**config.mk**
```make
export PLATFORM = sky130hd
export DESIGN_NAME = binary_to_decimal_ascii
export DESIGN_NICKNAME = d
export VERILOG_FILES = /design/src/hw/rtl/b2d_pkg.sv /design/src/hw/rtl/b2d_front.sv /design/src/hw/rtl/b2d_queue.sv /design/src/hw/rtl/b2d_back.sv /design/src/hw/rtl/binary_to_decimal_ascii.sv
export VERILOG_INCLUDE_DIRS = /design/src /design/src/hw/rtl
export SDC_FILE = /design/constraint.sdc
export NUM_CORES = 1
export LEC_CHECK = 0
export CAP_MARGIN = 25
export CORE_AREA = 8 8 218 220
export CTS_CLUSTER_DIAMETER = 80
export DETAILED_ROUTE_END_ITERATION = 8
export DIE_AREA = 0 0 226 228
export DONT_BUFFER_PORTS = 1
export GPL_TIMING_DRIVEN = 0
export HOLD_SLACK_MARGIN = 0.15
export PLACE_DENSITY = 0.64
export SLEW_MARGIN = 20
export SYNTH_ARGS = -nofsm -noshare
export SYNTH_HDL_FRONTEND = slang
export SYNTH_SLANG_ARGS = --single-unit
export TNS_END_PERCENT = 10
```
**constraint.sdc**
```tcl
create_clock -name clk -period 6.9 [get_ports clk]
set_clock_uncertainty 0.2 [all_clocks]
set_input_delay 1.38 -clock clk [delete_from_list [all_inputs] [get_ports clk]]
set_output_delay 1.38 -clock clk [all_outputs]
set_load 0.05 [all_outputs]
```
**src/hw/rtl/binary_to_decimal_ascii_macros.svh**
```systemverilog
// Assertion macros for the binary to decimal ASCII converter.
`ifndef BINARY_TO_DECIMAL_ASCII_MACROS_SVH
`define BINARY_TO_DECIMAL_ASCII_MACROS_SVH

`ifndef SYNTHESIS

`define B2D_ASSERT(label, cond) \
  label: assert property (@(posedge clk) disable iff (!rst_n) (cond)) \
    else $error("b2d check failed");

`define B2D_ASSERT_IMPL(label, ante, cons) \
  label: assert property (@(posedge clk) disable iff (!rst_n) (ante) |-> (cons)) \
    else $error("b2d implication failed");

`else

`define B2D_ASSERT(label, cond)

`define B2D_ASSERT_IMPL(label, ante, cons)

`endif

`endif

```
**src/hw/rtl/b2d_pkg.sv**
```systemverilog
// Shared types and constants of the binary to decimal ASCII converter.
package b2d_pkg;

  localparam int MAG_W  = 63;              // magnitude bits of a non-negative value
  localparam int NDIG   = 19;              // most decimal digits of a 63-bit magnitude
  localparam int BCD_W  = 4 * NDIG;
  localparam int IDX_W  = $clog2(NDIG);
  localparam int CNT_W  = $clog2(MAG_W + 1);
  localparam int BSZ_W  = 6;
  localparam int LEN_W  = 5;
  localparam int CHAR_W = 8;
  localparam int STAT_W = 2;

  localparam logic [CHAR_W-1:0] ASCII_ZERO = 8'h30;
  localparam logic [CHAR_W-1:0] ASCII_NINE = 8'h39;
  localparam logic [CHAR_W-1:0] CHAR_TERM  = 8'h00;

  localparam logic [STAT_W-1:0] ST_OK   = 2'd0;
  localparam logic [STAT_W-1:0] ST_NEG  = 2'd1;
  localparam logic [STAT_W-1:0] ST_LONG = 2'd2;

  localparam logic [1:0] KIND_NORM = 2'd0;
  localparam logic [1:0] KIND_ZERO = 2'd1;
  localparam logic [1:0] KIND_NEG  = 2'd2;

  typedef struct packed {
    logic [1:0]       kind;
    logic [MAG_W-1:0] mag;
    logic [BSZ_W-1:0] bsize;
  } b2d_item_t;

  // Producer side of a queue port
  typedef struct packed {
    logic      valid;
    b2d_item_t item;
  } b2d_qhs_t;

endpackage

```
**src/hw/rtl/b2d_front.sv**
```systemverilog
// Front end: accepts input words, classifies them and hands them to the queue.
module b2d_front
  import b2d_pkg::*;
(
  input  logic                clk,
  input  logic                rst_n,
  input  logic                in_valid,
  output logic                in_ready,
  input  logic signed [63:0]  in_value,
  input  logic [BSZ_W-1:0]    in_buffer_size,
  output b2d_qhs_t            push,
  input  logic                push_ready
);

  logic      fr_valid_r, fr_valid_nxt;
  b2d_item_t fr_item_r, fr_item_nxt;
  logic      in_acc;

  assign in_ready = !fr_valid_r || push_ready;
  assign in_acc   = in_valid && in_ready;

  always_comb begin
    fr_valid_nxt = fr_valid_r;
    fr_item_nxt  = fr_item_r;
    if (fr_valid_r && push_ready) begin
      fr_valid_nxt = 1'b0;
    end
    if (in_acc) begin
      fr_valid_nxt       = 1'b1;
      fr_item_nxt.mag    = in_value[MAG_W-1:0];
      fr_item_nxt.bsize  = in_buffer_size;
      if (in_value[63]) begin
        fr_item_nxt.kind = KIND_NEG;
      end else if (in_value[MAG_W-1:0] == '0) begin
        fr_item_nxt.kind = KIND_ZERO;
      end else begin
        fr_item_nxt.kind = KIND_NORM;
      end
    end
  end

  always_ff @(posedge clk) begin
    if (!rst_n) begin
      fr_valid_r <= 1'b0;
    end else begin
      fr_valid_r <= fr_valid_nxt;
    end
  end

  always_ff @(posedge clk) begin
    fr_item_r <= fr_item_nxt;
  end

  assign push.valid = fr_valid_r;
  assign push.item  = fr_item_r;

endmodule

```
**src/hw/rtl/b2d_queue.sv**
```systemverilog
// Short queue between the classifier and the conversion engine.
module b2d_queue
  import b2d_pkg::*;
#(
  parameter int DEPTH = 2
) (
  input  logic     clk,
  input  logic     rst_n,
  input  b2d_qhs_t push,
  output logic     push_ready,
  output b2d_qhs_t head,
  input  logic     pop
);

  localparam int PW = (DEPTH > 1) ? $clog2(DEPTH) : 1;
  localparam int CW = $clog2(DEPTH + 1);

  b2d_item_t       q_mem_r [DEPTH];
  logic [PW-1:0]   wr_ptr_r, wr_ptr_nxt;
  logic [PW-1:0]   rd_ptr_r, rd_ptr_nxt;
  logic [CW-1:0]   count_r, count_nxt;
  logic            do_push, do_pop, empty;

  assign empty      = (count_r == '0);
  assign push_ready = (count_r != CW'(DEPTH));
  assign do_push    = push.valid && push_ready;
  assign do_pop     = pop && !empty;

  assign head.valid = !empty;
  assign head.item  = q_mem_r[rd_ptr_r];

  always_comb begin
    wr_ptr_nxt = wr_ptr_r;
    rd_ptr_nxt = rd_ptr_r;
    count_nxt  = count_r;
    if (do_push) begin
      wr_ptr_nxt = (wr_ptr_r == PW'(DEPTH - 1)) ? '0 : wr_ptr_r + PW'(1);
    end
    if (do_pop) begin
      rd_ptr_nxt = (rd_ptr_r == PW'(DEPTH - 1)) ? '0 : rd_ptr_r + PW'(1);
    end
    if (do_push && !do_pop) begin
      count_nxt = count_r + CW'(1);
    end else if (do_pop && !do_push) begin
      count_nxt = count_r - CW'(1);
    end
  end

  always_ff @(posedge clk) begin
    if (!rst_n) begin
      wr_ptr_r <= '0;
      rd_ptr_r <= '0;
      count_r  <= '0;
    end else begin
      wr_ptr_r <= wr_ptr_nxt;
      rd_ptr_r <= rd_ptr_nxt;
      count_r  <= count_nxt;
    end
  end

  always_ff @(posedge clk) begin
    if (do_push) begin
      q_mem_r[wr_ptr_r] <= push.item;
    end
  end

endmodule

```
**src/hw/rtl/b2d_back.sv**
```systemverilog
// Back end: shift-add-3 conversion, length check and character emission.
module b2d_back
  import b2d_pkg::*;
(
  input  logic              clk,
  input  logic              rst_n,
  input  b2d_qhs_t          head,
  output logic              pop,
  output logic              out_valid,
  input  logic              out_ready,
  output logic [CHAR_W-1:0] out_char_code,
  output logic              out_last,
  output logic [STAT_W-1:0] out_status,
  output logic [LEN_W-1:0]  out_total_length
);

  localparam logic [2:0] S_IDLE = 3'd0;
  localparam logic [2:0] S_CONV = 3'd1;
  localparam logic [2:0] S_CHK  = 3'd2;
  localparam logic [2:0] S_EMIT = 3'd3;
  localparam logic [2:0] S_FIN  = 3'd4;

  function automatic logic [3:0] add3(input logic [3:0] n);
    return (n >= 4'd5) ? n + 4'd3 : n;
  endfunction

  function automatic logic [LEN_W-1:0] digit_count(input logic [BCD_W-1:0] b);
    logic [LEN_W-1:0] d;
    d = '0;
    for (int i = 0; i < NDIG; i++) begin
      if (b[i*4 +: 4] != 4'd0) begin
        d = LEN_W'(i + 1);
      end
    end
    return d;
  endfunction

  logic [2:0]        st_r, st_nxt;
  logic [MAG_W-1:0]  bin_r, bin_nxt;
  logic [BCD_W-1:0]  bcd_r, bcd_nxt;
  logic [BCD_W-1:0]  adj;
  logic [CNT_W-1:0]  cnt_r, cnt_nxt;
  logic [BSZ_W-1:0]  bsize_r, bsize_nxt;
  logic [IDX_W-1:0]  idx_r, idx_nxt;
  logic [STAT_W-1:0] fin_st_r, fin_st_nxt;
  logic [LEN_W-1:0]  fin_len_r, fin_len_nxt;
  logic              ov_r, ov_nxt;
  logic [CHAR_W-1:0] och_r, och_nxt;
  logic              olast_r, olast_nxt;
  logic [STAT_W-1:0] ostat_r, ostat_nxt;
  logic [LEN_W-1:0]  olen_r, olen_nxt;
  logic [LEN_W-1:0]  dcnt;
  logic [3:0]        digit;
  logic              out_free;

  assign out_free = !ov_r || out_ready;
  assign pop      = (st_r == S_IDLE) && head.valid;
  assign dcnt     = digit_count(bcd_r);
  assign digit    = bcd_r[idx_r*4 +: 4];

  always_comb begin
    for (int i = 0; i < NDIG; i++) begin
      adj[i*4 +: 4] = add3(bcd_r[i*4 +: 4]);
    end
  end

  always_comb begin
    st_nxt      = st_r;
    bin_nxt     = bin_r;
    bcd_nxt     = bcd_r;
    cnt_nxt     = cnt_r;
    bsize_nxt   = bsize_r;
    idx_nxt     = idx_r;
    fin_st_nxt  = fin_st_r;
    fin_len_nxt = fin_len_r;
    ov_nxt      = ov_r;
    och_nxt     = och_r;
    olast_nxt   = olast_r;
    ostat_nxt   = ostat_r;
    olen_nxt    = olen_r;

    // drop the output word once taken
    if (ov_r && out_ready) begin
      ov_nxt = 1'b0;
    end

    case (st_r)
      S_IDLE: begin
        if (head.valid) begin
          bin_nxt     = head.item.mag;
          bcd_nxt     = '0;
          cnt_nxt     = CNT_W'(MAG_W);
          bsize_nxt   = head.item.bsize;
          idx_nxt     = '0;
          fin_st_nxt  = ST_OK;
          fin_len_nxt = LEN_W'(1);
          case (head.item.kind)
            KIND_NEG: begin
              fin_st_nxt  = ST_NEG;
              fin_len_nxt = '0;
              st_nxt      = S_FIN;
            end
            // zero emits a single '0' digit from the cleared BCD register
            KIND_ZERO: st_nxt = S_EMIT;
            default:   st_nxt = S_CONV;
          endcase
        end
      end
      S_CONV: begin
        bcd_nxt = {adj[BCD_W-2:0], bin_r[MAG_W-1]};
        bin_nxt = {bin_r[MAG_W-2:0], 1'b0};
        cnt_nxt = cnt_r - CNT_W'(1);
        if (cnt_r == CNT_W'(1)) begin
          st_nxt = S_CHK;
        end
      end
      S_CHK: begin
        if ({1'b0, dcnt} >= bsize_r) begin
          fin_st_nxt  = ST_LONG;
          fin_len_nxt = '0;
          st_nxt      = S_FIN;
        end else begin
          idx_nxt     = IDX_W'(dcnt - LEN_W'(1));
          fin_len_nxt = dcnt + LEN_W'(1);
          st_nxt      = S_EMIT;
        end
      end
      S_EMIT: begin
        if (out_free) begin
          ov_nxt    = 1'b1;
          och_nxt   = ASCII_ZERO + {4'd0, digit};
          olast_nxt = 1'b0;
          ostat_nxt = ST_OK;
          olen_nxt  = '0;
          if (idx_r == '0) begin
            st_nxt = S_FIN;
          end else begin
            idx_nxt = idx_r - IDX_W'(1);
          end
        end
      end
      S_FIN: begin
        if (out_free) begin
          ov_nxt    = 1'b1;
          och_nxt   = CHAR_TERM;
          olast_nxt = 1'b1;
          ostat_nxt = fin_st_r;
          olen_nxt  = fin_len_r;
          st_nxt    = S_IDLE;
        end
      end
      default: st_nxt = S_IDLE;
    endcase
  end

  always_ff @(posedge clk) begin
    if (!rst_n) begin
      st_r <= S_IDLE;
      ov_r <= 1'b0;
    end else begin
      st_r <= st_nxt;
      ov_r <= ov_nxt;
    end
  end

  always_ff @(posedge clk) begin
    bin_r     <= bin_nxt;
    bcd_r     <= bcd_nxt;
    cnt_r     <= cnt_nxt;
    bsize_r   <= bsize_nxt;
    idx_r     <= idx_nxt;
    fin_st_r  <= fin_st_nxt;
    fin_len_r <= fin_len_nxt;
    och_r     <= och_nxt;
    olast_r   <= olast_nxt;
    ostat_r   <= ostat_nxt;
    olen_r    <= olen_nxt;
  end

  assign out_valid        = ov_r;
  assign out_char_code    = och_r;
  assign out_last         = olast_r;
  assign out_status       = ostat_r;
  assign out_total_length = olen_r;

endmodule

```
**src/hw/rtl/binary_to_decimal_ascii.sv**
```systemverilog
// Negative inputs skip the conversion and go straight to the terminator; zero inputs skip
// the conversion and emit a single '0' digit. Positive values run the 63-step shift-add-3
// loop. The single conversion engine takes the next queued item only once it is back in
// idle after emitting the previous item's terminator.
// Reset: synchronous active-low rst_n clears the handshake, queue and sequencer state.
`include "binary_to_decimal_ascii_macros.svh"
module binary_to_decimal_ascii
  import b2d_pkg::*;
#(
  parameter int QUEUE_DEPTH = 2
) (
  input  logic               clk,
  input  logic               rst_n,
  input  logic               in_valid,
  output logic               in_ready,
  input  logic signed [63:0] in_value,
  input  logic [BSZ_W-1:0]   in_buffer_size,
  output logic               out_valid,
  input  logic               out_ready,
  output logic [CHAR_W-1:0]  out_char_code,
  output logic               out_last,
  output logic [STAT_W-1:0]  out_status,
  output logic [LEN_W-1:0]   out_total_length
);

  b2d_qhs_t push;
  b2d_qhs_t head;
  logic     push_ready;
  logic     pop;

  b2d_front u_front (
    .clk            (clk),
    .rst_n          (rst_n),
    .in_valid       (in_valid),
    .in_ready       (in_ready),
    .in_value       (in_value),
    .in_buffer_size (in_buffer_size),
    .push           (push),
    .push_ready     (push_ready)
  );

  b2d_queue #(
    .DEPTH (QUEUE_DEPTH)
  ) u_queue (
    .clk        (clk),
    .rst_n      (rst_n),
    .push       (push),
    .push_ready (push_ready),
    .head       (head),
    .pop        (pop)
  );

  b2d_back u_back (
    .clk              (clk),
    .rst_n            (rst_n),
    .head             (head),
    .pop              (pop),
    .out_valid        (out_valid),
    .out_ready        (out_ready),
    .out_char_code    (out_char_code),
    .out_last         (out_last),
    .out_status       (out_status),
    .out_total_length (out_total_length)
  );

  `B2D_ASSERT_IMPL(a_last_is_term, out_valid && out_last, out_char_code == CHAR_TERM)
  `B2D_ASSERT_IMPL(a_digit_char, out_valid && !out_last, out_char_code - ASCII_ZERO < 8'd10)
  `B2D_ASSERT_IMPL(a_digit_meta, out_valid && !out_last, out_status == ST_OK && out_total_length == '0)
  `B2D_ASSERT_IMPL(a_len_status, out_valid && out_last, (out_status == ST_OK) == (out_total_length != '0))
  `B2D_ASSERT(a_pop_has_head, !pop || head.valid)

endmodule

```
Word-level counts from Yosys, hierarchy flattened
Memories as Yosys holds them, arrays and structs flattened. A register that Yosys moved wholly into a read port is not among the register bits.
Index checks and enable logic that the tools add are counted.
- bits in registers: 259
- RAM bits: 142
- input bits: 74
- output and inout bits: 18
- logic and storage cells: 229
- memories kept: 1
- memories (memory ; words ; width ; read ports ; clocked after memory_dff ; write ports ; RTL line ; text):
    u_queue.q_mem_r ; 2 ; 71 ; 1 ; 1 ; 1 ; b2d_queue.sv:18 ; b2d_item_t q_mem_r [DEPTH];
- $add $sub $neg: 28
- magnitude comparators: 20
- equal/unequal tests: 16
- shift-type cells: 1
- mux-type cells: 91
- bitwise logic cells: 1
- reduce and logical (&&, ||, !) cells: 51
- operators with widths (operator ; number):
    case mux 76 bit (2 select lines) ; 1
    case mux 63 bit (2 select lines) ; 1
    two-way mux 4 bit ; 26
    greater-or-equal comparator 4 x 3 -> 1 bit (second input constant) ; 19
    two-way mux 76 bit ; 1
    nonzero test 4 bit ; 19
    variable part select 76 x 8 -> 4 bit ; 1
    adder 4 x 2 -> 4 bit (second input constant) ; 18
    logical NOT 63 bit ; 1
    two-way mux 63 bit ; 1
    two-way mux 5 bit ; 12
    two-way mux 3 bit ; 11
    case mux 5 bit (2 select lines) ; 2
    two-way mux 1 bit ; 17
    two-way mux 2 bit ; 8
    two-way mux 8 bit ; 2
    case mux 8 bit (2 select lines) ; 1
    case mux 3 bit (5 select lines) ; 1
    case mux 5 bit (3 select lines) ; 1
    case mux 6 bit (2 select lines) ; 1
    inequality test 2 x 1 -> 1 bit (second input constant) ; 5
    AND reduction 5 bit ; 2
    nonzero test 2 bit ; 5
    subtractor 5 x 1 -> 5 bit (second input constant) ; 2
    30 further kinds ; 50

Logic depth before layout (Yosys ltp)
Gate-level depths: netlist of the first run.
- depth after elaboration: 23
- gate-level depth with buffers: 16
- mapped depth without buffers: 16

Hierarchy
A second synthesis of the first run with hierarchy kept.
- cells, all modules: 1339
- area total of the unflattened synthesis: 17818.3 µm²
- modules (own cells, without submodules) (module ; instances ; cells an instance ; area an instance (µm²) ; seq. area each (µm²)):
    b2d_back ; 1 ; 996 ; 10144.7 ; 5365.1
    b2d_queue ; 1 ; 245 ; 5346.4 ; 4364.2
    b2d_front ; 1 ; 98 ; 2327.2 ; 2152.1

Worst setup path after synthesis of the first run
Ideal clock, no wire load.
- path kind: register to register
- start: reg u_back.st_r[1]
- end: reg u_back.bcd_r[0] (enable)
- setup time: 1.224 ns
- arrival time: 3.805 ns
- data required time: 5.476 ns
- setup slack: 1.671 ns
- cell stages (with the launch flop): 7
- buffers on the path: 3
- period minus slack after synthesis: 5.229 ns
- path through: dfxtp_1 > clkbuf_1 > nor2_1 > nand2_1 > clkbuf_1 > buf_1 > nand2_1
- cells in the longest elaborated chain, start to end: 3
- elaborated cells on any way between the ends: 5
- classes of those cells: 2 x eq/ne; 3 x reduce/logical
- RTL lines (item ; RTL line ; text):
    start, declared ; b2d_back.sv:38 ; logic [2:0] st_r, st_nxt;
    start signal, assigned ; b2d_back.sv:161 ; st_r <= st_nxt;
    == test 3 x 1 -> 1 bit / logical NOT 3 bit (equally long branches) ; b2d_back.sv:87 ; case (st_r)
    nonzero test 2 bit (no line) / inequality test 2 bit (equally long branches) ; n/a ;
    AND reduction 2 bit (no line) (*) ; n/a ;
    end signal, assigned ; b2d_back.sv:168 ; bcd_r <= bcd_nxt;
    end, declared ; b2d_back.sv:40 ; logic [BCD_W-1:0] bcd_r, bcd_nxt;
Every way passes the cells marked *; elsewhere a longest branch is shown, timed or not.
A chain may end at the register's enable or synchronous reset.

Final worst setup path of the first run
- start: reg u_back.bcd_r[36]
- end: reg u_back.idx_r[1] (enable)
- cells in the longest elaborated chain, start to end: 14
- RTL lines (item ; RTL line ; text):
    nonzero test 4 bit ; b2d_back.sv:31 ; if (b[i*4 +: 4] != 4'd0) begin
    two-way mux 4 bit (6 in series) ; b2d_back.sv:31 ;
    two-way mux 5 bit (4 in series) ; b2d_back.sv:31 ;
    greater-or-equal comparator 5 x 6 -> 1 bit ; b2d_back.sv:118 ; if ({1'b0, dcnt} >= bsize_r) begin
    inequality test 2 bit (no line) ; n/a ;
    AND reduction 5 bit (no line) ; n/a ;
    end signal, assigned ; b2d_back.sv:171 ; idx_r <= idx_nxt;
    end, declared ; b2d_back.sv:44 ; logic [IDX_W-1:0] idx_r, idx_nxt;
Every way passes these cells.

==> results of run 1 <==
[metal layers]
| layer | vias to the layer above | wire [um] | global-route usage, % |
|---|---|---|---|
| li1 | 4723 | - | - |
| met1 | 4827 | 14700 | 16.7 |
| met2 | 250 | 16000 | 21.2 |
| met3 | 50 | 1890 | 2.69 |
| met4 | 0 | 543 | 3.11 |
| met5 | - | 0 | 0 |
[cells in the mapped netlist, types with 4 or more instances]
master / n / area [um2]
or3b_1: 6 / 52.6
o21ai_0: 89 / 445
nand4_1: 7 / 43.8
a21oi_1: 65 / 325
nor2_1: 105 / 394
mux4_2: 19 / 428
edfxtp_1: 389 / 11700
nand2_1: 123 / 462
buf_1: 9 / 33.8
and2_1: 8 / 50.1
or3b_2: 6 / 52.6
o21a_1: 4 / 30.0
xor2_1: 20 / 175
dfxtp_1: 10 / 200
mux2_2: 6 / 67.6
and3_1: 11 / 68.8
ha_1: 49 / 613
nor3b_1: 11 / 82.6
clkbuf_1: 33 / 124
nor4_1: 18 / 113
mux2i_1: 69 / 691
xnor2_1: 27 / 236
a22oi_1: 5 / 37.5
nand2b_1: 24 / 150
inv_1: 55 / 206
nor3_1: 21 / 105
[worst max-delay path by stage]
stage,start,end,slack [ns],depth (start not counted)
after floorplan,u_back.st_r[1],u_back.bcd_r[0],1.67,6
after global placement,u_back.st_r[1],u_back.bin_r[48],-0.87,6
after detailed placement,u_back.bcd_r[37],u_back.idx_r[0],2.29,16
after CTS,u_back.bcd_r[36],u_back.idx_r[4],2.23,16
after global routing,u_back.bcd_r[36],u_back.idx_r[1],1.92,16
final,u_back.bcd_r[36],u_back.idx_r[1],2.19,16
[stage by stage]
step           setup TNS [ns]  hold slack, ns
6_report                    0           0.241
5_1_grt                     0           0.248
4_1_cts                     0           0.241
3_5_place_dp                0           0.230
3_3_place_gp          -125.61           0.226
2_1_floorplan               0           0.221
[layout make-up]
cell class | count | area [um2] | share of cell area [%]
buffer | 47 | 190 | 0.964
multi-input combinational | 749 | 5160 | 26.2
clock buffer | 53 | 1090 | 5.54
inverter | 55 | 206 | 1.05
clock inverter | 21 | 263 | 1.33
sequential | 399 | 11900 | 60.2
tap | 592 | 741 | 3.75
timing repair buffer | 8 | 198 | 1.00
[report_power, final]
part	total, mW	internal [mW]	switching, mW
Sequential	4.17	3.67	0.496
Combinational	2.94	1.13	1.81
Clock	2.22	1.32	0.908
[state kept, by name, indices dropped and copies added (netlist names), named ones only]
name,flops
u_back.st_r,3
u_back.fin_len_r,5
u_back.out_valid,1
u_back.bin_r,63
u_queue.rd_ptr_r,1
u_back.out_total_length,5
u_queue.wr_ptr_r,1
u_queue.q_mem_r,142
u_back.bsize_r,6
u_back.cnt_r,6
u_back.idx_r,5
u_back.out_char_code,5
u_back.bcd_r,76
u_front.fr_valid_r,1
u_back.out_last,1
u_queue.count_r,2
u_front.push,71
u_back.out_status,2
u_back.fin_st_r,2
[cell families after synthesis]
family                     Yosys count
DFF                                399
muxes                               95
adders and majority gates           49
AOI/OAI and AO/OA                  196
and+or+nand+nor                    360
other                                1
buffers and inverters              102
xor gates and xnor gates            47
[cells in the final DEF, fill, tap and decap left out, types with 4 or more instances in the layout]
cell,n
edfxtp_1,389
nand2_1,122
nor2_1,104
o21ai_0,89
mux2i_1,69
a21oi_1,64
inv_1,55
ha_1,49
clkbuf_1,44
clkbuf_16,42
xnor2_1,27
nand2b_1,24
nor3_1,21
xor2_1,20
mux4_2,19
nor4_1,18
nor3b_1,11
and3_1,10
dfxtp_1,10
buf_1,9
and2_1,7
nand4_1,7
or3b_1,6
or3b_2,6
mux2_2,6
clkinv_1,6
a22oi_1,5
bufinv_16,5
buf_16,5
o21a_1,4
clkinv_2,4
[worst max-delay path: stages (launching register included)]
cell and delay, ns:
edfxtp_1 0.44, inv_1 0.12, ha_1 0.21, nor3b_1 0.48
o21ai_1 0.19, a2111oi_0 0.50, a211o_1 0.25, and2_1 0.21
inv_1 0.07, ha_1 0.28, nand2b_1 0.14, a21o_1 0.17
a21oi_1 0.13, o31a_1 0.27, a21oi_1 0.12, o32a_1 0.20
nor2_1 0.39
==> reports/results.ini, run 1 <==
[outcome]
status = complete, no violations

[clock_network]
max-clock-path-buffers = 3
htreeDepth = 2
ctsResizeCount = 0
insertion_delay_ns = 0.54
post_cts_buffers = 0
clock_sink_count = 399
root_buffer = clkbuf_16
cts_tree = built
cts_hold_buf = 0
clk_pin_slew_ns = 0.06
cts_buffers = 41

[yosys]
synthMuxAreaShare_pct = 6.96
syn_area_um2 = 17400
synth_cells = 1249
async_flop_share_pct = 0
synth-edff-count = 389
synth_top_family_by_area = simple AND/OR/NAND/NOR gates
synth_ff_type = edfxtp_1
synth-xor-area-share_pct = 2.36
synth-simple-area-share_pct = 10.1
synth-compound-area-share_pct = 6.48
yosys_warnings = 0
synth_area_per_cell_um2 = 13.9
ys_seq_area_share_pct = 68.2
synthAdderAreaFrac_pct = 3.52
synth.ff_latch_count = 399
yosysUniqueCellTypes = 69

[layout]
fin_area_um2 = 19700
diodes = 0
syn_to_final_growth_pct = 13.3
fin_cells = 1924
nets = 1424
final_util_pct = 45.0
drive_gt1_share_pct = 9.08
fillerInstances = 3874

[global_routing]
grt_remaining_overflow = 0
grt_pass1_wl_um = 52800
grt_pass1_vias = 9876
grtUsageTotal_pct = 12.7
grt_antenna_before_repair = 0
grt_max_degree = 54

[timing]
rsz0062_at_grt = false
clock.fmax_mhz = 212
relSlewSlack_pct = 25.6
slew_viol_final = 0
period_needed_ns = 4.71
finalSetupViolations = 0
tightest_slew_ns = 1.11
hold_viol = 0
period_share_pct = 68.3
fin_ws_ns = 2.19

[route]
vias_per_cell = 5.12
drt-initial-drc-count = 655
wl_per_cell_um = 17.2
routed_wl_um = 33100
num_vias = 9850
ant_nets = 0
post-route-drc-count = 0
first_pass_iters = 6

[critical_path]
cp.arrival_ns = 4.69
end_kind = register
rr_worst_depth = 16
crit_path_start_kind = register
reg2reg_slack_ns = 2.19
rr_endpoint = u_back.idx_r[1]
r2r-start = u_back.bcd_r[36]
worstSetupPathType = register to register
required_ns = 6.88
path_max_fanout = 5

[floorplanning]
dieArea_um2 = 51500
die_h_um = 228
die_w_um = 226
rows = 77
io_pins = 92
start_util_pct = 39.7
core_area_um2 = 43800

[hold_path]
hold_depth = 0
hold_path_class = register to register
hold_end = u_queue.q_mem_r[0][50]
hold_start = u_front.push[50]

[place]
place_ws_ns = 2.29
dpl_cell_area_um2 = 18400
dp.cells = 1850
io_buffers = 0
dp_hpwl_um = 23300
place.gp.congestion = 0.831

[flow_run]
cap_violations = 0

[pwr]
power_density_nw_per_um2 = 473
finalPower_mw = 9.33
leakagePower_nw = 6.61
vdd_drop_max_v = 0.000277

Power figures use the tool's default switching activity.
==> run 2: changes to the inputs <==
--- a/config.mk
+++ b/config.mk
@@ -6,15 +6,16 @@
 export SDC_FILE = /design/constraint.sdc
 export NUM_CORES = 1
 export LEC_CHECK = 0
+export ABC_AREA = 1
 export CAP_MARGIN = 25
-export CORE_AREA = 8 8 218 220
+export CORE_AREA = 8 8 219 221
 export CTS_CLUSTER_DIAMETER = 80
 export DETAILED_ROUTE_END_ITERATION = 8
-export DIE_AREA = 0 0 226 228
+export DIE_AREA = 0 0 227 229
 export DONT_BUFFER_PORTS = 1
 export GPL_TIMING_DRIVEN = 0
 export HOLD_SLACK_MARGIN = 0.15
-export PLACE_DENSITY = 0.64
+export PLACE_DENSITY = 0.66
 export SLEW_MARGIN = 20
 export SYNTH_ARGS = -nofsm -noshare
 export SYNTH_HDL_FRONTEND = slang
==> constraint.sdc (replaced) <==
create_clock -name clk -period 4 [get_ports clk]
set_clock_uncertainty 0.2 [all_clocks]
set_input_delay 0.8 -clock clk [delete_from_list [all_inputs] [get_ports clk]]
set_output_delay 0.8 -clock clk [all_outputs]
set_load 0.05 [all_outputs]
==> run 2 against run 1 <==
Maximum frequency is 28% higher. Synthesized cell count is 21% higher. Sequential cell count stayed put. First-iteration DRC count is 30% higher. Setup slack worse by 1.9 ns. Combinational power is 56% higher. Cell count is 18% higher. Sequential share of layout area is 2.5 points lower. Worst hold slack worse by 0.064 ns. Clock power is 77% higher. Power is 66% higher. Highest routed layer unchanged. Critical endpoint is now u_back.idx_r[2].
==> reports/results.ini, run 2 <==
[clock_network]
cts_tree = built
insertion_delay_ns = 0.56  ; +0.02 ns
max-clock-path-buffers = 3  ; unchanged
clock_sink_count = 399  ; unchanged
cts_buffers = 42  ; +2.4%
post_cts_buffers = 0  ; unchanged
clk_pin_slew_ns = 0.06  ; about the same
root_buffer = clkbuf_16
htreeDepth = 2  ; unchanged

[pwr]
seqPwrFrac_pct = 45.0  ; +0.3 points
power.switching_mw = 5.53  ; +72%
switching_share_pct = 35.7  ; +1.3 points
power_density_nw_per_um2 = 751  ; +59%
clock_power_share_pct = 25.4  ; +1.6 points
combinationalPowerShare_pct = 29.6  ; -1.9 points
internal-power_mw = 9.94  ; +63%
vdd_drop_max_v = 0.000699  ; +150%
leakagePower_nw = 7.58  ; +15%

[yosys]
synth-xor-area-share_pct = 0.0999  ; -2.3 points
synthAdderAreaFrac_pct = 3.50  ; -0.024 points
synth_area_per_cell_um2 = 11.6  ; -17%
synth_ff_type = edfxtp_1
synth-simple-area-share_pct = 8.59  ; -1.5 points
synth_area_leaders = edfxtp_1 67%, o21ai_0 7.0%, nand2_1 4.8%, inv_1 4.0%, ha_1 3.5%
synth_top_area_share_pct = 66.6  ; -0.45 points
synth_cells = 1510  ; +21%
yosys.area.top_type = edfxtp_1
synth-edff-count = 389  ; unchanged
yosys_warnings = 0  ; unchanged
syn_area_um2 = 17500  ; +0.68%
ys_seq_area_share_pct = 67.8  ; -0.46 points
synth_top_family_by_area = compound AO/OA/AOI/OAI gates
async_flop_share_pct = 0  ; unchanged
yosysUniqueCellTypes = 47  ; -32%
synth_most_common_cell = edfxtp_1
synthMuxAreaShare_pct = 0.564  ; -6.4 points
synth.ff_latch_count = 399  ; unchanged
synth-compound-area-share_pct = 13.7  ; +7.2 points
synth_commonest_cells = 389 x edfxtp_1, 245 x o21ai_0, 225 x nand2_1

[timing]
hold_viol = 0  ; unchanged
clock.fmax_mhz = 271  ; +28%
finalSetupTns_ns = 0  ; unchanged
period_share_pct = 92.3  ; +24 points
slew_viol_final = 0  ; unchanged
rsz0062_at_grt = false
period_needed_ns = 3.69  ; -1.02 ns
tightest_slew_ns = 0.941  ; -0.164 ns
relSlewSlack_pct = 36.9  ; +11 points
hold_ws_ns = 0.177  ; -0.0644 ns
finalSetupViolations = 0  ; unchanged

[layout]
most-common-layout-cells = 389 x edfxtp_1, 244 x o21ai_0, 223 x nand2_1
fin_cells = 2266  ; +18%
regArea_um2 = 11900  ; unchanged
layout_commonest_cell = edfxtp_1
syn_to_final_growth_pct = 17.5
regMostFlops = u_queue.q_mem_r
diodes = 0  ; unchanged
fillerInstances = 4046  ; +4.4%
multi_input_area_um2 = 4690  ; -9.1%
fin_area_um2 = 20600  ; +4.3%
nets = 1755  ; +23%
drive_gt1_share_pct = 8.64  ; -0.44 points
largest_reg_flops = 142  ; unchanged

[route]
wl_met1_um = 15400  ; +4.3%
num_vias = 11378  ; +16%
ant_nets = 0  ; unchanged
wl_per_cell_um = 16.2  ; -5.7%
wl_met3_um = 2350  ; +24%
routed_wl_um = 36800  ; +11%
routed.top_layer = met4
dr_wl_met2_um = 18200  ; +14%
post-route-drc-count = 0  ; unchanged
drt-initial-drc-count = 854  ; +30%
vias_per_cell = 5.02  ; -1.9%
first_pass_iters = 7  ; +1

[global_routing]
grt_antenna_before_repair = 0  ; unchanged
grtUsageTotal_pct = 14.0  ; +1.3 points
grt_remaining_overflow = 0  ; unchanged
grt_max_degree = 91  ; +69%
grt_pass1_vias = 11487  ; +16%
grt_pass1_wl_um = 59100  ; +12%

[place]
dpl_cell_area_um2 = 18500  ; +0.52%
dp.cells = 2118  ; +14%
place.gp.congestion = 0.833  ; +0.17%
dp_hpwl_um = 24300  ; +4.0%
io_buffers = 0  ; unchanged

[floorplanning]
core_area_um2 = 44700  ; +2.0%
start_util_pct = 39.2  ; -0.50 points
die_w_um = 227  ; +0.44%
io_pins = 92  ; unchanged
rows = 78  ; +1.3%
die_h_um = 229  ; +0.44%
dieArea_um2 = 52000  ; +0.88%

[critical_path]
rr_worst_depth = 29  ; +13
rr_endpoint = u_back.idx_r[2]
max_stage_delay_ns = 0.43  ; -0.07 ns
r2r-start = u_back.bcd_r[0]
end_kind = register
critPathCapture = u_back.idx_r[2]
reg2reg_slack_ns = 0.31  ; -1.88 ns
crit_top_cell = nand2_1
required_ns = 4.04  ; -2.84 ns
worstSetupPathType = register to register
crit_start = u_back.bcd_r[0]
cp.arrival_ns = 3.73  ; -0.96 ns
crit_path_start_kind = register
path_max_fanout = 5  ; unchanged
cp_slowest_cell = edfxtp_1

[flow_run]
cap_violations = 0  ; unchanged

[outcome]
status = complete, no violations

[hold_path]
hold_path_class = input port to register
hold_start = rst_n

-- run 2: worst max-delay path: cells and delay by family (launching register included) --
kind	cells	cell delay [ns]
buf+inv	2	0.22
fa+ha+maj	2	0.35
simple gates	21	1.44
compound gates	4	0.73
flops	1	0.43
-- run 2: how the worst min path moves through the flow --
stage | endpoint | depth (start not counted)
6_report | u_back.out_valid | 2
5_1_grt | u_back.out_valid | 2
4_1_cts | u_back.out_valid | 2
3_5_place_dp | u_queue.q_mem_r[1][47] | 0
3_3_place_gp | u_queue.q_mem_r[1][13] | 0
2_1_floorplan | u_queue.q_mem_r[0][0] | 0
-- run 2: layout make-up --
cell class	instances	area share, %
tap	600	3.65
clock inverter	25	1.32
multi-input combinational	849	22.8
timing repair buffer	77	4.16
sequential	399	57.7
clock buffer	53	5.46
buffer	51	1.05
inverter	212	3.88
-- run 2: metrics by stage --
step           setup slack (ns)  power [mW]  util (%)
6_report                  0.309        15.5      46.1
5_1_grt                  0.0303        16.4      46.1
4_1_cts                  0.0709        15.5      46.0
3_5_place_dp            -0.0501        11.5      41.3
3_3_place_gp              -2.01        11.2      40.9
2_1_floorplan            -0.221        10.1         -
-- run 2: what timing repair did --
action / in CTS / in global routing
hold endpoints to repair: 70 / 0
pin swaps: 0 / 1
hold buffers: 70 / 0
gates resized for setup: 1 / 6
setup endpoints to repair: 5 / 6
-- run 2: cell families (layout without fill, tap and decap cells) --
family / after synthesis / after routing
xor+xnor: 2 / 2
mux: 9 / 9
other cells: 1 / 2
simple gates: 351 / 351
compound gates: 436 / 436
flops: 399 / 399
buf+inv: 263 / 418
fa+ha+maj: 49 / 49
-- run 2: power groups by stage --
stage | Clock [mW] | Combinational [mW] | Sequential, mW
2_1_floorplan | 0 | 3.19 | 6.96
3_3_place_gp | 0 | 4.10 | 7.08
3_5_place_dp | 0 | 4.46 | 7.04
4_1_cts | 4.01 | 4.56 | 6.96
5_1_grt | 4.16 | 5.18 | 7.09
6_report | 3.92 | 4.58 | 6.96
-- run 2: layer usage --
metal	track usage, %	vias to the layer above
met5	0	-
met4	4.97	0
met3	3.18	62
met2	24.1	271
met1	17.2	5457
li1	-	5588
==> run 3: changes to the inputs <==
==> constraint.sdc (replaced) <==
create_clock -name clk -period 4 [get_ports clk]
set_clock_uncertainty 0.2 [all_clocks]
set_input_delay 0.6 -clock clk [delete_from_list [all_inputs] [get_ports clk]]
set_output_delay 0.6 -clock clk [all_outputs]
set_load 0.05 [all_outputs]
==> run 3 against run 2 <==
Count of clock-buffer cells in the layout unchanged. Global-route usage hardly changed. Combinational power barely moved. Critical path type unchanged. Critical endpoint unchanged. Largest power group unchanged. Highest routed layer unchanged.
==> reports/results.ini, run 3 (same netlist as run 2, synthesis figures left out) <==
[route]
vias_per_cell = 5.02  ; about the same
num_vias = 11395  ; +0.15%
ant_nets = 0  ; unchanged
post-route-drc-count = 0  ; unchanged
wl_per_cell_um = 16.2  ; -0.29%
first_pass_iters = 5  ; -2
routed_wl_um = 36700  ; -0.15%
drt-initial-drc-count = 812  ; -4.9%

[timing]
hold_viol = 0  ; unchanged
slew_viol_final = 0  ; unchanged
fin_ws_ns = 0.317  ; +0.00793 ns
period_share_pct = 92.1  ; -0.20 points
period_needed_ns = 3.68  ; -0.00793 ns
finalSetupViolations = 0  ; unchanged
rsz0062_at_grt = false
tightest_slew_ns = 1.00  ; +0.0585 ns
clock.fmax_mhz = 272  ; +0.22%
finalSetupTns_ns = 0  ; unchanged
relSlewSlack_pct = 33.0  ; -3.9 points

[critical_path]
required_ns = 4.04  ; about the same
cp_slowest_cell = edfxtp_1
cpLargestDelayFamily = simple AND/OR/NAND/NOR gates
crit_path_start_kind = register
critPathBufInv = 2  ; unchanged
max_stage_delay_ns = 0.43  ; about the same
crit_top_cell = nand2_1
worstSetupPathType = register to register
path_max_fanout = 5  ; unchanged
cp.arrival_ns = 3.72  ; about the same
end_kind = register

[clock_network]
max-clock-path-buffers = 3  ; unchanged
insertion_delay_ns = 0.56  ; about the same
root_buffer = clkbuf_16
htreeDepth = 2  ; unchanged
post_cts_buffers = 0  ; unchanged
clk_pin_slew_ns = 0.06  ; about the same
clock_sink_count = 399  ; unchanged
cts_buffers = 42  ; unchanged
cts_tree = built

[place]
place_ws_ns = -0.0501  ; unchanged
place.gp.congestion = 0.833  ; unchanged
dp_hpwl_um = 24300  ; unchanged
io_buffers = 0  ; unchanged
dp.cells = 2118  ; unchanged

[layout]
syn_to_final_growth_pct = 17.7
regArea_um2 = 11900  ; unchanged
nets = 1758  ; +0.17%
fin_cells = 2269  ; +0.13%
fillerInstances = 4043  ; -0.074%
diodes = 0  ; unchanged
drive_gt1_share_pct = 8.63  ; -0.016 points
final_util_pct = 46.1  ; +0.067 points
regMostFlops = u_queue.q_mem_r
multi_input_area_um2 = 4690  ; unchanged
largest_reg_flops = 142  ; unchanged
most-common-layout-cells = 389 x edfxtp_1, 244 x o21ai_0, 223 x nand2_1
layout_commonest_cell = edfxtp_1

[global_routing]
grt_remaining_overflow = 0  ; unchanged
grt_antenna_before_repair = 0  ; unchanged
grtUsageTotal_pct = 14.1  ; +0.016 points
grt_pass1_vias = 11505  ; +0.16%
grt_pass1_wl_um = 59200  ; +0.13%
grt_max_degree = 91  ; unchanged

[pwr]
vdd_drop_max_v = 0.000699  ; about the same
power.switching_mw = 5.52  ; about the same
combinationalPowerShare_pct = 29.6  ; about the same
seqPwrFrac_pct = 45.0  ; about the same
switching_share_pct = 35.7  ; about the same
leakagePower_nw = 7.60  ; +0.17%
internal-power_mw = 9.95  ; about the same
clock_power_share_pct = 25.4  ; about the same
power_density_nw_per_um2 = 750  ; -0.17%

[outcome]
status = complete, no violations

[floorplanning]
start_util_pct = 39.2  ; unchanged
io_pins = 92  ; unchanged
dieArea_um2 = 52000  ; unchanged
die_w_um = 227  ; unchanged
die_h_um = 229  ; unchanged
rows = 78  ; unchanged
core_area_um2 = 44700  ; unchanged

[hold_path]
hold_path_class = input port to register

[flow_run]
cap_violations = 0  ; unchanged

==> run 3: cell types whose count changed in the layout (fill, tap and decap cells not counted), sizes merged <==
cell and change:
dlygate4sd3 +3
==> run 3: worst reg2reg max path: cells and delay by family, from the launching register on <==
family,cells,cell delay [ns]
buf+inv,2,0.23
simple gates,21,1.43
compound gates,4,0.73
flops,1,0.43
fa+ha+maj,2,0.35
==> run 3: timing repair <==
action / in CTS / in global routing
gates resized for setup: 1 / 6
hold endpoints to repair: 80 / 0
hold buffers: 73 / 0
pin swaps: 0 / 1
setup endpoints to repair: 5 / 6
==> run 3: final cells by class <==
cell class,count,area share [%]
Clock inverter,25,1.32
Clock buffer,53,5.45
Sequential cell,399,57.6
Buffer,51,1.05
Tap cell,600,3.64
Inverter,212,3.87
Multi-Input combinational cell,849,22.8
Timing Repair Buffer,80,4.30
==> run 3: final timing paths <==
path              slack [ns]              from  depth (start not counted)                     end
setup / recovery        0.32   u_back.bcd_r[0]                         29         u_back.idx_r[2]
hold / removal          0.20       in_value[6]                          3        u_front.push[69]
setup reg to reg        0.32   u_back.bcd_r[0]                         29         u_back.idx_r[2]
hold reg to reg         0.24  u_front.push[47]                          0  u_queue.q_mem_r[0][47]
==> run 3: through the flow <==
step                hold WS [ns]  cell area, um2  power, mW
finish                     0.196           20600       15.5
global route               0.181           20600       16.4
CTS                        0.181           20600       15.5
detailed placement         0.229           18500       11.5
floorplan                  0.221           17500       10.1
global placement           0.222           18300       11.2
==> run 3: power groups by stage <==
stage | logic (mW) | clock network, mW | registers [mW]
6_report | 4.58 | 3.93 | 6.96
3_3_place_gp | 4.10 | 0 | 7.08
4_1_cts | 4.56 | 4.01 | 6.96
3_5_place_dp | 4.46 | 0 | 7.04
2_1_floorplan | 3.19 | 0 | 6.96
5_1_grt | 5.18 | 4.16 | 7.09
==> run 3: routing by layer <==
metal / GRT usage [%] / share of wire, % / vias to the layer above
met1: 17.2 / 42 / 5461
met4: 4.97 / 2.5 / 0
met5: 0 / 0 / -
met2: 24.1 / 50 / 276
li1: - / - / 5596
met3: 3.18 / 6.1 / 62
